<file path="config.mk">
export PLATFORM = sky130hd
export DESIGN_NAME = aes128_key_exp
export DESIGN_NICKNAME = d
export VERILOG_FILES = /design/src/hdl/aes128_pkg.sv /design/src/hdl/aes128_key_exp.sv
export SDC_FILE = /design/constraint.sdc
export NUM_CORES = 2
export LEC_CHECK = 0
export BUFFER_PORTS_ARGS = -buffer_cell sky130_fd_sc_hd__buf_2
export CAP_MARGIN = 20
export CORE_MARGIN = 2
export CORE_UTILIZATION = 40
export CTS_BUF_LIST = sky130_fd_sc_hd__clkbuf_8
export DETAILED_ROUTE_END_ITERATION = 10
export SLEW_MARGIN = 10
export SYNTH_ARGS = -nofsm -noshare
export SYNTH_HDL_FRONTEND = slang
export SYNTH_SLANG_ARGS = --single-unit
</file>
<file path="constraint.sdc">
create_clock -name clk -period 7.75 [get_ports clk]
set_input_delay 1.1625 -clock clk [delete_from_list [all_inputs] [get_ports clk]]
set_output_delay 1.1625 -clock clk [all_outputs]
set_load 0.01 [all_outputs]
</file>
<file path="src/hdl/aes128_pkg.sv">
// Package: AES-128 types, S-box tables and round helpers.
`default_nettype none
package aes128_pkg;

  typedef enum logic [1:0] {
    ST_IDLE,
    ST_ROUND,
    ST_DONE
  } cipher_state_t;

  typedef enum logic [1:0] {
    KS_IDLE,
    KS_RUN
  } key_state_t;

  localparam logic [0:0] REQ_ENCRYPT = 1'b0;
  localparam logic [0:0] REQ_DECRYPT = 1'b1;

  localparam logic [0:0] REG_KEY_HIGH = 1'b0;
  localparam logic [0:0] REG_KEY_LOW  = 1'b1;

  localparam logic [7:0] RED_POLY = 8'h1b;

  localparam logic [7:0] SBOX [256] = '{
    8'h63,8'h7c,8'h77,8'h7b,8'hf2,8'h6b,8'h6f,8'hc5,8'h30,8'h01,8'h67,8'h2b,8'hfe,8'hd7,8'hab,8'h76,
    8'hca,8'h82,8'hc9,8'h7d,8'hfa,8'h59,8'h47,8'hf0,8'had,8'hd4,8'ha2,8'haf,8'h9c,8'ha4,8'h72,8'hc0,
    8'hb7,8'hfd,8'h93,8'h26,8'h36,8'h3f,8'hf7,8'hcc,8'h34,8'ha5,8'he5,8'hf1,8'h71,8'hd8,8'h31,8'h15,
    8'h04,8'hc7,8'h23,8'hc3,8'h18,8'h96,8'h05,8'h9a,8'h07,8'h12,8'h80,8'he2,8'heb,8'h27,8'hb2,8'h75,
    8'h09,8'h83,8'h2c,8'h1a,8'h1b,8'h6e,8'h5a,8'ha0,8'h52,8'h3b,8'hd6,8'hb3,8'h29,8'he3,8'h2f,8'h84,
    8'h53,8'hd1,8'h00,8'hed,8'h20,8'hfc,8'hb1,8'h5b,8'h6a,8'hcb,8'hbe,8'h39,8'h4a,8'h4c,8'h58,8'hcf,
    8'hd0,8'hef,8'haa,8'hfb,8'h43,8'h4d,8'h33,8'h85,8'h45,8'hf9,8'h02,8'h7f,8'h50,8'h3c,8'h9f,8'ha8,
    8'h51,8'ha3,8'h40,8'h8f,8'h92,8'h9d,8'h38,8'hf5,8'hbc,8'hb6,8'hda,8'h21,8'h10,8'hff,8'hf3,8'hd2,
    8'hcd,8'h0c,8'h13,8'hec,8'h5f,8'h97,8'h44,8'h17,8'hc4,8'ha7,8'h7e,8'h3d,8'h64,8'h5d,8'h19,8'h73,
    8'h60,8'h81,8'h4f,8'hdc,8'h22,8'h2a,8'h90,8'h88,8'h46,8'hee,8'hb8,8'h14,8'hde,8'h5e,8'h0b,8'hdb,
    8'he0,8'h32,8'h3a,8'h0a,8'h49,8'h06,8'h24,8'h5c,8'hc2,8'hd3,8'hac,8'h62,8'h91,8'h95,8'he4,8'h79,
    8'he7,8'hc8,8'h37,8'h6d,8'h8d,8'hd5,8'h4e,8'ha9,8'h6c,8'h56,8'hf4,8'hea,8'h65,8'h7a,8'hae,8'h08,
    8'hba,8'h78,8'h25,8'h2e,8'h1c,8'ha6,8'hb4,8'hc6,8'he8,8'hdd,8'h74,8'h1f,8'h4b,8'hbd,8'h8b,8'h8a,
    8'h70,8'h3e,8'hb5,8'h66,8'h48,8'h03,8'hf6,8'h0e,8'h61,8'h35,8'h57,8'hb9,8'h86,8'hc1,8'h1d,8'h9e,
    8'he1,8'hf8,8'h98,8'h11,8'h69,8'hd9,8'h8e,8'h94,8'h9b,8'h1e,8'h87,8'he9,8'hce,8'h55,8'h28,8'hdf,
    8'h8c,8'ha1,8'h89,8'h0d,8'hbf,8'he6,8'h42,8'h68,8'h41,8'h99,8'h2d,8'h0f,8'hb0,8'h54,8'hbb,8'h16
  };

  localparam logic [7:0] INV_SBOX [256] = '{
    8'h52,8'h09,8'h6a,8'hd5,8'h30,8'h36,8'ha5,8'h38,8'hbf,8'h40,8'ha3,8'h9e,8'h81,8'hf3,8'hd7,8'hfb,
    8'h7c,8'he3,8'h39,8'h82,8'h9b,8'h2f,8'hff,8'h87,8'h34,8'h8e,8'h43,8'h44,8'hc4,8'hde,8'he9,8'hcb,
    8'h54,8'h7b,8'h94,8'h32,8'ha6,8'hc2,8'h23,8'h3d,8'hee,8'h4c,8'h95,8'h0b,8'h42,8'hfa,8'hc3,8'h4e,
    8'h08,8'h2e,8'ha1,8'h66,8'h28,8'hd9,8'h24,8'hb2,8'h76,8'h5b,8'ha2,8'h49,8'h6d,8'h8b,8'hd1,8'h25,
    8'h72,8'hf8,8'hf6,8'h64,8'h86,8'h68,8'h98,8'h16,8'hd4,8'ha4,8'h5c,8'hcc,8'h5d,8'h65,8'hb6,8'h92,
    8'h6c,8'h70,8'h48,8'h50,8'hfd,8'hed,8'hb9,8'hda,8'h5e,8'h15,8'h46,8'h57,8'ha7,8'h8d,8'h9d,8'h84,
    8'h90,8'hd8,8'hab,8'h00,8'h8c,8'hbc,8'hd3,8'h0a,8'hf7,8'he4,8'h58,8'h05,8'hb8,8'hb3,8'h45,8'h06,
    8'hd0,8'h2c,8'h1e,8'h8f,8'hca,8'h3f,8'h0f,8'h02,8'hc1,8'haf,8'hbd,8'h03,8'h01,8'h13,8'h8a,8'h6b,
    8'h3a,8'h91,8'h11,8'h41,8'h4f,8'h67,8'hdc,8'hea,8'h97,8'hf2,8'hcf,8'hce,8'hf0,8'hb4,8'he6,8'h73,
    8'h96,8'hac,8'h74,8'h22,8'he7,8'had,8'h35,8'h85,8'he2,8'hf9,8'h37,8'he8,8'h1c,8'h75,8'hdf,8'h6e,
    8'h47,8'hf1,8'h1a,8'h71,8'h1d,8'h29,8'hc5,8'h89,8'h6f,8'hb7,8'h62,8'h0e,8'haa,8'h18,8'hbe,8'h1b,
    8'hfc,8'h56,8'h3e,8'h4b,8'hc6,8'hd2,8'h79,8'h20,8'h9a,8'hdb,8'hc0,8'hfe,8'h78,8'hcd,8'h5a,8'hf4,
    8'h1f,8'hdd,8'ha8,8'h33,8'h88,8'h07,8'hc7,8'h31,8'hb1,8'h12,8'h10,8'h59,8'h27,8'h80,8'hec,8'h5f,
    8'h60,8'h51,8'h7f,8'ha9,8'h19,8'hb5,8'h4a,8'h0d,8'h2d,8'he5,8'h7a,8'h9f,8'h93,8'hc9,8'h9c,8'hef,
    8'ha0,8'he0,8'h3b,8'h4d,8'hae,8'h2a,8'hf5,8'hb0,8'hc8,8'heb,8'hbb,8'h3c,8'h83,8'h53,8'h99,8'h61,
    8'h17,8'h2b,8'h04,8'h7e,8'hba,8'h77,8'hd6,8'h26,8'he1,8'h69,8'h14,8'h63,8'h55,8'h21,8'h0c,8'h7d
  };

  function automatic logic [7:0] xtime(input logic [7:0] a);
    xtime = {a[6:0], 1'b0} ^ (a[7] ? RED_POLY : 8'h00);
  endfunction

  // Byte n of the block is bits [127-8n -: 8]; state row n%4, column n/4.
  function automatic logic [127:0] sub_shift_fwd(input logic [127:0] s);
    logic [127:0] t;
    int src;
    t = '0;
    for (int r = 0; r < 4; r++) begin
      for (int c = 0; c < 4; c++) begin
        src = r + 4 * ((c + r) % 4);
        t[127 - 8 * (r + 4 * c) -: 8] = SBOX[s[127 - 8 * src -: 8]];
      end
    end
    sub_shift_fwd = t;
  endfunction

  function automatic logic [127:0] sub_shift_inv(input logic [127:0] s);
    logic [127:0] t;
    int src;
    t = '0;
    for (int r = 0; r < 4; r++) begin
      for (int c = 0; c < 4; c++) begin
        src = r + 4 * ((c + r) % 4);
        t[127 - 8 * src -: 8] = INV_SBOX[s[127 - 8 * (r + 4 * c) -: 8]];
      end
    end
    sub_shift_inv = t;
  endfunction

  function automatic logic [127:0] mix_fwd(input logic [127:0] s);
    logic [127:0] t;
    logic [7:0] a0, a1, a2, a3;
    t = '0;
    for (int c = 0; c < 4; c++) begin
      a0 = s[127 - 32 * c -: 8];
      a1 = s[119 - 32 * c -: 8];
      a2 = s[111 - 32 * c -: 8];
      a3 = s[103 - 32 * c -: 8];
      t[127 - 32 * c -: 8] = xtime(a0) ^ xtime(a1) ^ a1 ^ a2 ^ a3;
      t[119 - 32 * c -: 8] = a0 ^ xtime(a1) ^ xtime(a2) ^ a2 ^ a3;
      t[111 - 32 * c -: 8] = a0 ^ a1 ^ xtime(a2) ^ xtime(a3) ^ a3;
      t[103 - 32 * c -: 8] = xtime(a0) ^ a0 ^ a1 ^ a2 ^ xtime(a3);
    end
    mix_fwd = t;
  endfunction

  // Inverse mix as a 5,0,4,0 preconditioning then the forward mix.
  function automatic logic [127:0] mix_inv(input logic [127:0] s);
    logic [127:0] t;
    logic [7:0] u, v;
    t = s;
    for (int c = 0; c < 4; c++) begin
      u = xtime(xtime(s[127 - 32 * c -: 8] ^ s[111 - 32 * c -: 8]));
      v = xtime(xtime(s[119 - 32 * c -: 8] ^ s[103 - 32 * c -: 8]));
      t[127 - 32 * c -: 8] = s[127 - 32 * c -: 8] ^ u;
      t[119 - 32 * c -: 8] = s[119 - 32 * c -: 8] ^ v;
      t[111 - 32 * c -: 8] = s[111 - 32 * c -: 8] ^ u;
      t[103 - 32 * c -: 8] = s[103 - 32 * c -: 8] ^ v;
    end
    mix_inv = mix_fwd(t);
  endfunction

endpackage
`default_nettype wire

</file>
<file path="src/hdl/aes128_key_exp.sv">
// Key schedule: expands the cipher key one round key per cycle into a store.
`default_nettype none
module aes128_key_exp
  import aes128_pkg::*;
(
  input  wire logic         clk,
  input  wire logic         rst,
  input  wire logic         start,
  input  wire logic [127:0] key,
  input  wire logic [3:0]   rd_idx,
  output logic [127:0]      rd_key,
  output logic              busy
);

  key_state_t       state, state_next;
  logic [3:0]       cnt;
  logic [127:0]     cur;
  logic [7:0]       rcon;
  logic [127:0]     store [11];
  logic [127:0]     nxt;
  logic [31:0]      w0, w1, w2, w3, tw;

  always_comb begin
    w0 = cur[127:96];
    w1 = cur[95:64];
    w2 = cur[63:32];
    w3 = cur[31:0];
    tw = {SBOX[w3[23:16]] ^ rcon, SBOX[w3[15:8]], SBOX[w3[7:0]], SBOX[w3[31:24]]};
    nxt[127:96] = w0 ^ tw;
    nxt[95:64]  = w1 ^ w0 ^ tw;
    nxt[63:32]  = w2 ^ w1 ^ w0 ^ tw;
    nxt[31:0]   = w3 ^ w2 ^ w1 ^ w0 ^ tw;
  end

  always_comb begin
    state_next = state;
    unique case (state)
      KS_IDLE: if (start) state_next = KS_RUN;
      KS_RUN:  if (cnt == 4'd10 && !start) state_next = KS_IDLE;
      default: state_next = KS_IDLE;
    endcase
  end

  always_comb begin
    busy = (state == KS_RUN) || start;
  end

  always_ff @(posedge clk) begin
    if (rst) begin
      state <= KS_RUN;
      cnt   <= 4'd0;
      cur   <= '0;
      rcon  <= 8'h01;
    end else begin
      state <= state_next;
      if (start) begin
        cnt  <= 4'd0;
        cur  <= key;
        rcon <= 8'h01;
      end else if (state == KS_RUN && cnt != 4'd10) begin
        cnt  <= cnt + 4'd1;
        cur  <= nxt;
        rcon <= xtime(rcon);
      end
    end
  end

  // Store the round key held in cur under its index.
  always_ff @(posedge clk) begin
    if (state == KS_RUN && !start) store[cnt] <= cur;
  end

  always_ff @(posedge clk) begin
    rd_key <= store[rd_idx];
  end

endmodule
`default_nettype wire
</file>
=== After elaboration in Yosys (flattened, before gate mapping) ===
Memory sizes are Yosys's and may differ from the RTL's. A register that Yosys moved wholly into a read port is not among the register bits.
Cells that the tools add are included.

* Memories kept: 5
* RAM bits: 1408
* Bits in read-only memories: 8192
* Flip-flop bits (word level): 142
* Output and inout bits: 129
* Word-level logic and storage cells: 60
* Bits of input ports: 135

* Bitwise logic cells: 16
* Reduce and logical (&&, ||, !) cells: 9
* $lt $le $gt $ge: 4
* Add/sub/neg operators: 1
* Eq/ne operators: 5
* Muxes and demuxes: 16

{| class="wikitable"
|+ Memory list
! name !! words !! width !! rd ports !! clocked after Yosys merged registers in !! write ports !! line !! RTL
|-
| (name not given) || 256 || 8 || 1 || 0 || 0 || aes128_key_exp.sv:28 || <nowiki>tw = {SBOX[w3[23:16]] ^ rcon, SBOX[w3[15:8]], SBOX[w3[7:0]], SBOX[w3[31:24]]};</nowiki>
|-
| (name not given) || 256 || 8 || 1 || 0 || 0 || aes128_key_exp.sv:28 ||
|-
| (name not given) || 256 || 8 || 1 || 0 || 0 || aes128_key_exp.sv:28 ||
|-
| (name not given) || 256 || 8 || 1 || 0 || 0 || aes128_key_exp.sv:28 ||
|-
| store || 11 || 128 || 1 || 1 || 1 || aes128_key_exp.sv:19 || <nowiki>logic [127:0] store [11];</nowiki>
|}

{| class="wikitable"
|+ Operator list
! kind !! count
|-
| 32-bit XOR || 10
|-
| 128-bit two-way mux || 2
|-
| 8-bit two-way mux || 8
|-
| 9-bit >= comparator, second input constant || 4
|-
| 8-bit inverter with 9-bit output || 4
|-
| 8-bit by 5-bit XOR with 8-bit output || 1
|-
| 8-bit XOR || 1
|-
| 5-bit two-way mux || 1
|-
| 4-bit by 1-bit adder with 4-bit output, second input constant || 1
|-
| 4-bit equality test, second input constant || 1
|-
| 2-bit two-way mux || 2
|-
| 2-bit != test, second input constant || 2
|-
| 4-bit != test, second input constant || 1
|-
| 2-bit case mux with 2 select lines || 1
|-
| 1-bit logical AND || 3
|-
| 2-bit by 1-bit equality test with 1-bit output, second input constant || 1
|-
| 2-bit logical NOT || 1
|-
| 1-bit two-way mux || 2
|-
| 2-bit AND reduction || 1
|-
| 2-bit nonzero test || 1
|-
| 2-bit OR reduction || 1
|-
| 1-bit logical NOT || 1
|-
| 1-bit logical OR || 1
|}

=== Longest topological paths before layout ===
* Word-level depth: 8
* Depth in mapped cells: 15
* Depth with buffers taken out: 11

=== Least setup slack after synthesis ===
Ideal clock, no wire load.

* Path type: input port to flip-flop
* Start: input port start
* End: memory store[4][0], enable pin
* Path buffers: 2
* Cell stages on the path: 4
* Setup slack: 2.347 ns
* Data arrival time: 4.901 ns
* Setup time: 0.502 ns
* Required time: 7.248 ns
* Cell sequence: clkbuf_1 > clkbuf_1 > nor4bb_1 > and2_1

* Longest elaborated chain between the ends: 4

{| class="wikitable"
|+ RTL lines
! what !! line !! RTL
|-
| start, declared || aes128_key_exp.sv:8 || <nowiki>input wire logic start,</nowiki>
|-
| 1-bit logical NOT || aes128_key_exp.sv:70 || <nowiki>if (state == KS_RUN && !start) store[cnt] <= cur;</nowiki>
|-
| 1-bit logical AND || aes128_key_exp.sv:70 ||
|-
| 1-bit two-way mux || aes128_key_exp.sv:70 ||
|-
| 1-bit two-way mux (implied by the code) || aes128_key_exp.sv:70 ||
|-
| end, declared || aes128_key_exp.sv:19 ||
|}

Every way passes these cells.

=== Worst setup path in the final report ===
* Start: register cur[16]
* End: register cur[25]

* Longest elaborated chain between the ends: 8

{| class="wikitable"
|+ RTL lines
! what !! line !! RTL
|-
| start, declared || aes128_key_exp.sv:17 || <nowiki>logic [127:0] cur;</nowiki>
|-
| start signal, assigned || aes128_key_exp.sv:58 || <nowiki>cur <= key;</nowiki>
|-
| start signal, assigned || aes128_key_exp.sv:62 || <nowiki>cur <= nxt;</nowiki>
|-
| 8-bit inverter with 9-bit output (implied by the code) || aes128_key_exp.sv:28 ||
|-
| memory read 256 x 8 bit || n/a ||
|-
| 8-bit two-way mux (implied by the code) (2 in a row) || aes128_key_exp.sv:28 ||
|-
| 8-bit XOR || aes128_key_exp.sv:28 ||
|-
| 32-bit XOR || aes128_key_exp.sv:32 || <nowiki>nxt[31:0] = w3 ^ w2 ^ w1 ^ w0 ^ tw;</nowiki>
|-
| 128-bit two-way mux || aes128_key_exp.sv:60 || <nowiki>end else if (state == KS_RUN && cnt != 4'd10) begin</nowiki>
|-
| 128-bit two-way mux || aes128_key_exp.sv:56 || <nowiki>if (start) begin</nowiki>
|}

Every way passes these cells. The select of a mux whose other input is x is not followed.
A chain may end at the register's enable or synchronous reset.

==> metrics.cfg <==
[clocking]
clk_latency_ns = 1.06
cts_hold_buf = 0
cts-htree-levels = 5
postCtsSetupBuffers = 0
cts_tree = yes
clk_path_buf_depth = 4
cts_num_sinks = 1677
cts_made_buffers = 299
cts_resized = 0
cts-root-buf = clkbuf_8
cts.reportedPaths.clkPinSlew_ns = 0.06

[logic_synthesis]
async_reset_ff_frac = 0
ys_types = 97
syn-num-nets = 5476
netlist_area_um2 = 77950
yosysTopAreaCell = edfxtp_1
netlist.area_leader.share = 0.5424
ys_warn_count = 0
synth_area_per_cell_um2 = 14.77
seq_area_frac_synth = 0.6115
synth_edf_count = 1408
synthCells = 5277
ys_seq_elements = 1677
synth_flop_cell = edfxtp_1
synth_area_leaders = edfxtp_1, mux4_2, dfxtp_1

[run]
drv_cap = 0

[worst_hold_path]
min_path_type = in -> reg
worstHoldPathCells = 3

[sta]
clock_skew_ns = 0.08251
finalMaxSlewViolations = 0
fmax_ghz = 0.1896
finalHoldViolations = 0
fin_tns_setup_ns = 0
worstMarginPinSlew_ns = 1.087
period_share = 0.6807
slew_headroom = 0.2733
setup_violations = 0
rsz0062_at_grt = false
post-route-min-period_ns = 5.275

[layout]
synthToLayoutAreaGrowth_pct = 11.52
design_area_um2 = 86930
multi_input_area_um2 = 28010
fillers = 17160
final_nets = 5678
seqCellArea_um2 = 47700
utilization = 0.4472
drive_above_1_share = 0.2530

[drt]
ant_nets = 0
first_iter_violations = 5952
vias_per_cell = 6.081
drt_pass1_iterations = 6
vias = 50180
wirelength_mm = 251.1
drc = 0
avgRoutedWirePerCell_um = 30.44

[placed_design]
gp_congestion = 0.9749
hpwl_mm = 155.7
port_buffers = 263
placed_area_um2 = 81430

[critical_path]
crit_fanout = 47
rr_worst_depth = 12
endpoint_kind = flop
start_kind = flop
cp.arrival_ns = 6.13
critical_path_class = reg -> reg
required_ns = 8.60

[floorplan]
rows = 162
die_area_um2 = 198400
die_h_um = 445.4
design.core.area_um2 = 194400
die_w_um = 445.4
start_util = 0.4010
pin_count = 264

[global_routing]
overflow = 0
antenna_found_initial = 18
grt_max_degree = 137
track_usage = 0.2491
grt_pass1_wl_mm = 358.7
first_global_vias = 49980

[pwr]
leakage_nw = 29.10
ir_drop_mv = 0.2153
total_power_mw = 33.46
power_density_nw_per_um2 = 385.0

[run_status]
outcome = finished clean

## worst paths after layout
check                start       end  slack (ns)
setup / recovery   cur[16]   cur[25]        2.47
hold / removal    key[111]  cur[111]        0.36
setup reg to reg   cur[16]   cur[25]        2.47
hold reg to reg    rcon[6]   rcon[7]        0.52
## critical path, stage by stage (launching register included)
cell	delay [ns]
dfxtp_1	0.30
buf_4	0.48
inv_1	0.42
ha_1	0.95
and2_1	0.36
o21ai_0	0.16
a311o_1	0.42
a2111oi_1	0.63
a2111oi_4	0.13
o2111ai_1	0.14
nor3b_1	0.64
a21oi_1	0.09
nor3_1	0.39
## synthesized netlist by cell type (all sizes together), types with 20 or more instances
cell and instances:
edfxtp 1408, mux4 465, dfxtp 269, nor2 266
o21ai 239, clkbuf 235, nand2 233, buf 228
a21oi 224, mux2 142, xnor2 136, nor3 108
a211oi 97, nand2b 95, nor2b 79, a311oi 78
or3 67, ha 64, inv 62, xor2 59
nand3 57, a31oi 54, and2 39, mux2i 38
o211ai 33, a2111oi 29, or2 29, o22ai 26
o311ai 26, a221oi 24, nand3b 24, nor3b 21
o31ai 21, a21o 20, o21a 20
## routing by layer
layer | share of wire | global-route usage | wire length, um
met1 | 0.41 | 0.3324 | 102300
met5 | 0 | 0 | 0
met2 | 0.47 | 0.3886 | 117500
met3 | 0.069 | 0.04200 | 17390
met4 | 0.056 | 0.1377 | 14020
## metrics by stage
| stage | hold slack, ns | instances | setup slack (ns) |
|---|---|---|---|
| floorplan | 0.4694 | 5277 | 2.347 |
| CTS | 0.2513 | 8237 | 2.453 |
| detailed placement | 0.5072 | 7720 | 2.510 |
| global route | 0.3280 | 8248 | 2.136 |
| finish | 0.3576 | 8251 | 2.475 |
| global placement | 0.4950 | 7720 | 2.499 |
## state kept, by name, indices dropped and copies added (netlist names)
name    flops
rd_key    128
cnt         4
state       1
rcon        8
store    1408
cur       128
## where the power goes
part	switching, mW	total, mW	internal [mW]	leakage (nW)
registers	1.59	12.9	11.3	15.2
clock network	3.55	7.63	4.08	3.10
logic	8.00	13.0	4.98	10.8
## area by class of cell
class / instances / share of cell area
sequential: 1677 / 0.5488
multi-input combinational: 3070 / 0.3222
clock buffer: 321 / 0.05082
tap: 2542 / 0.03659
timing repair buffer: 364 / 0.02625
clock inverter: 196 / 0.01198
inverter: 67 / 0.002980
antenna: 14 / 0.0004030
## cell families after synthesis
family,Yosys count,share of synthesized area
AO/OA/AOI/OAI,1067,0.09342
XOR/XNOR,202,0.02427
adder cells (fa/ha/maj),66,0.01053
buffers and inverters,530,0.02968
flip-flops,1677,0.6115
multiplexers,645,0.1597
AND/OR/NAND/NOR,1090,0.07084
## cell usage in the layout, fill, tap and decap left out, drive strengths merged, types with 21 or more instances in the layout
master,synthesis,routed
nand3b,24,24
a21oi,224,224
xnor2,136,136
ha,64,64
clkinv,5,106
nor3b,21,21
a31oi,54,54
o311ai,26,26
mux4,465,465
o211ai,33,33
or2,29,29
edfxtp,1408,1408
nor3,108,108
o31ai,21,21
xor2,59,59
buf,228,364
nand2b,95,95
a211oi,97,97
mux2,142,142
clkbuf,235,321
dfxtp,269,269
nor2,266,266
nand2,233,233
a311oi,78,78
and2,39,39
mux2i,38,38
nor2b,79,79
nand3,57,57
a221oi,24,24
a2111oi,29,29
inv,62,142
o22ai,26,26
or3,67,67
o21ai,239,239
Power figures use the tool's default switching activity.
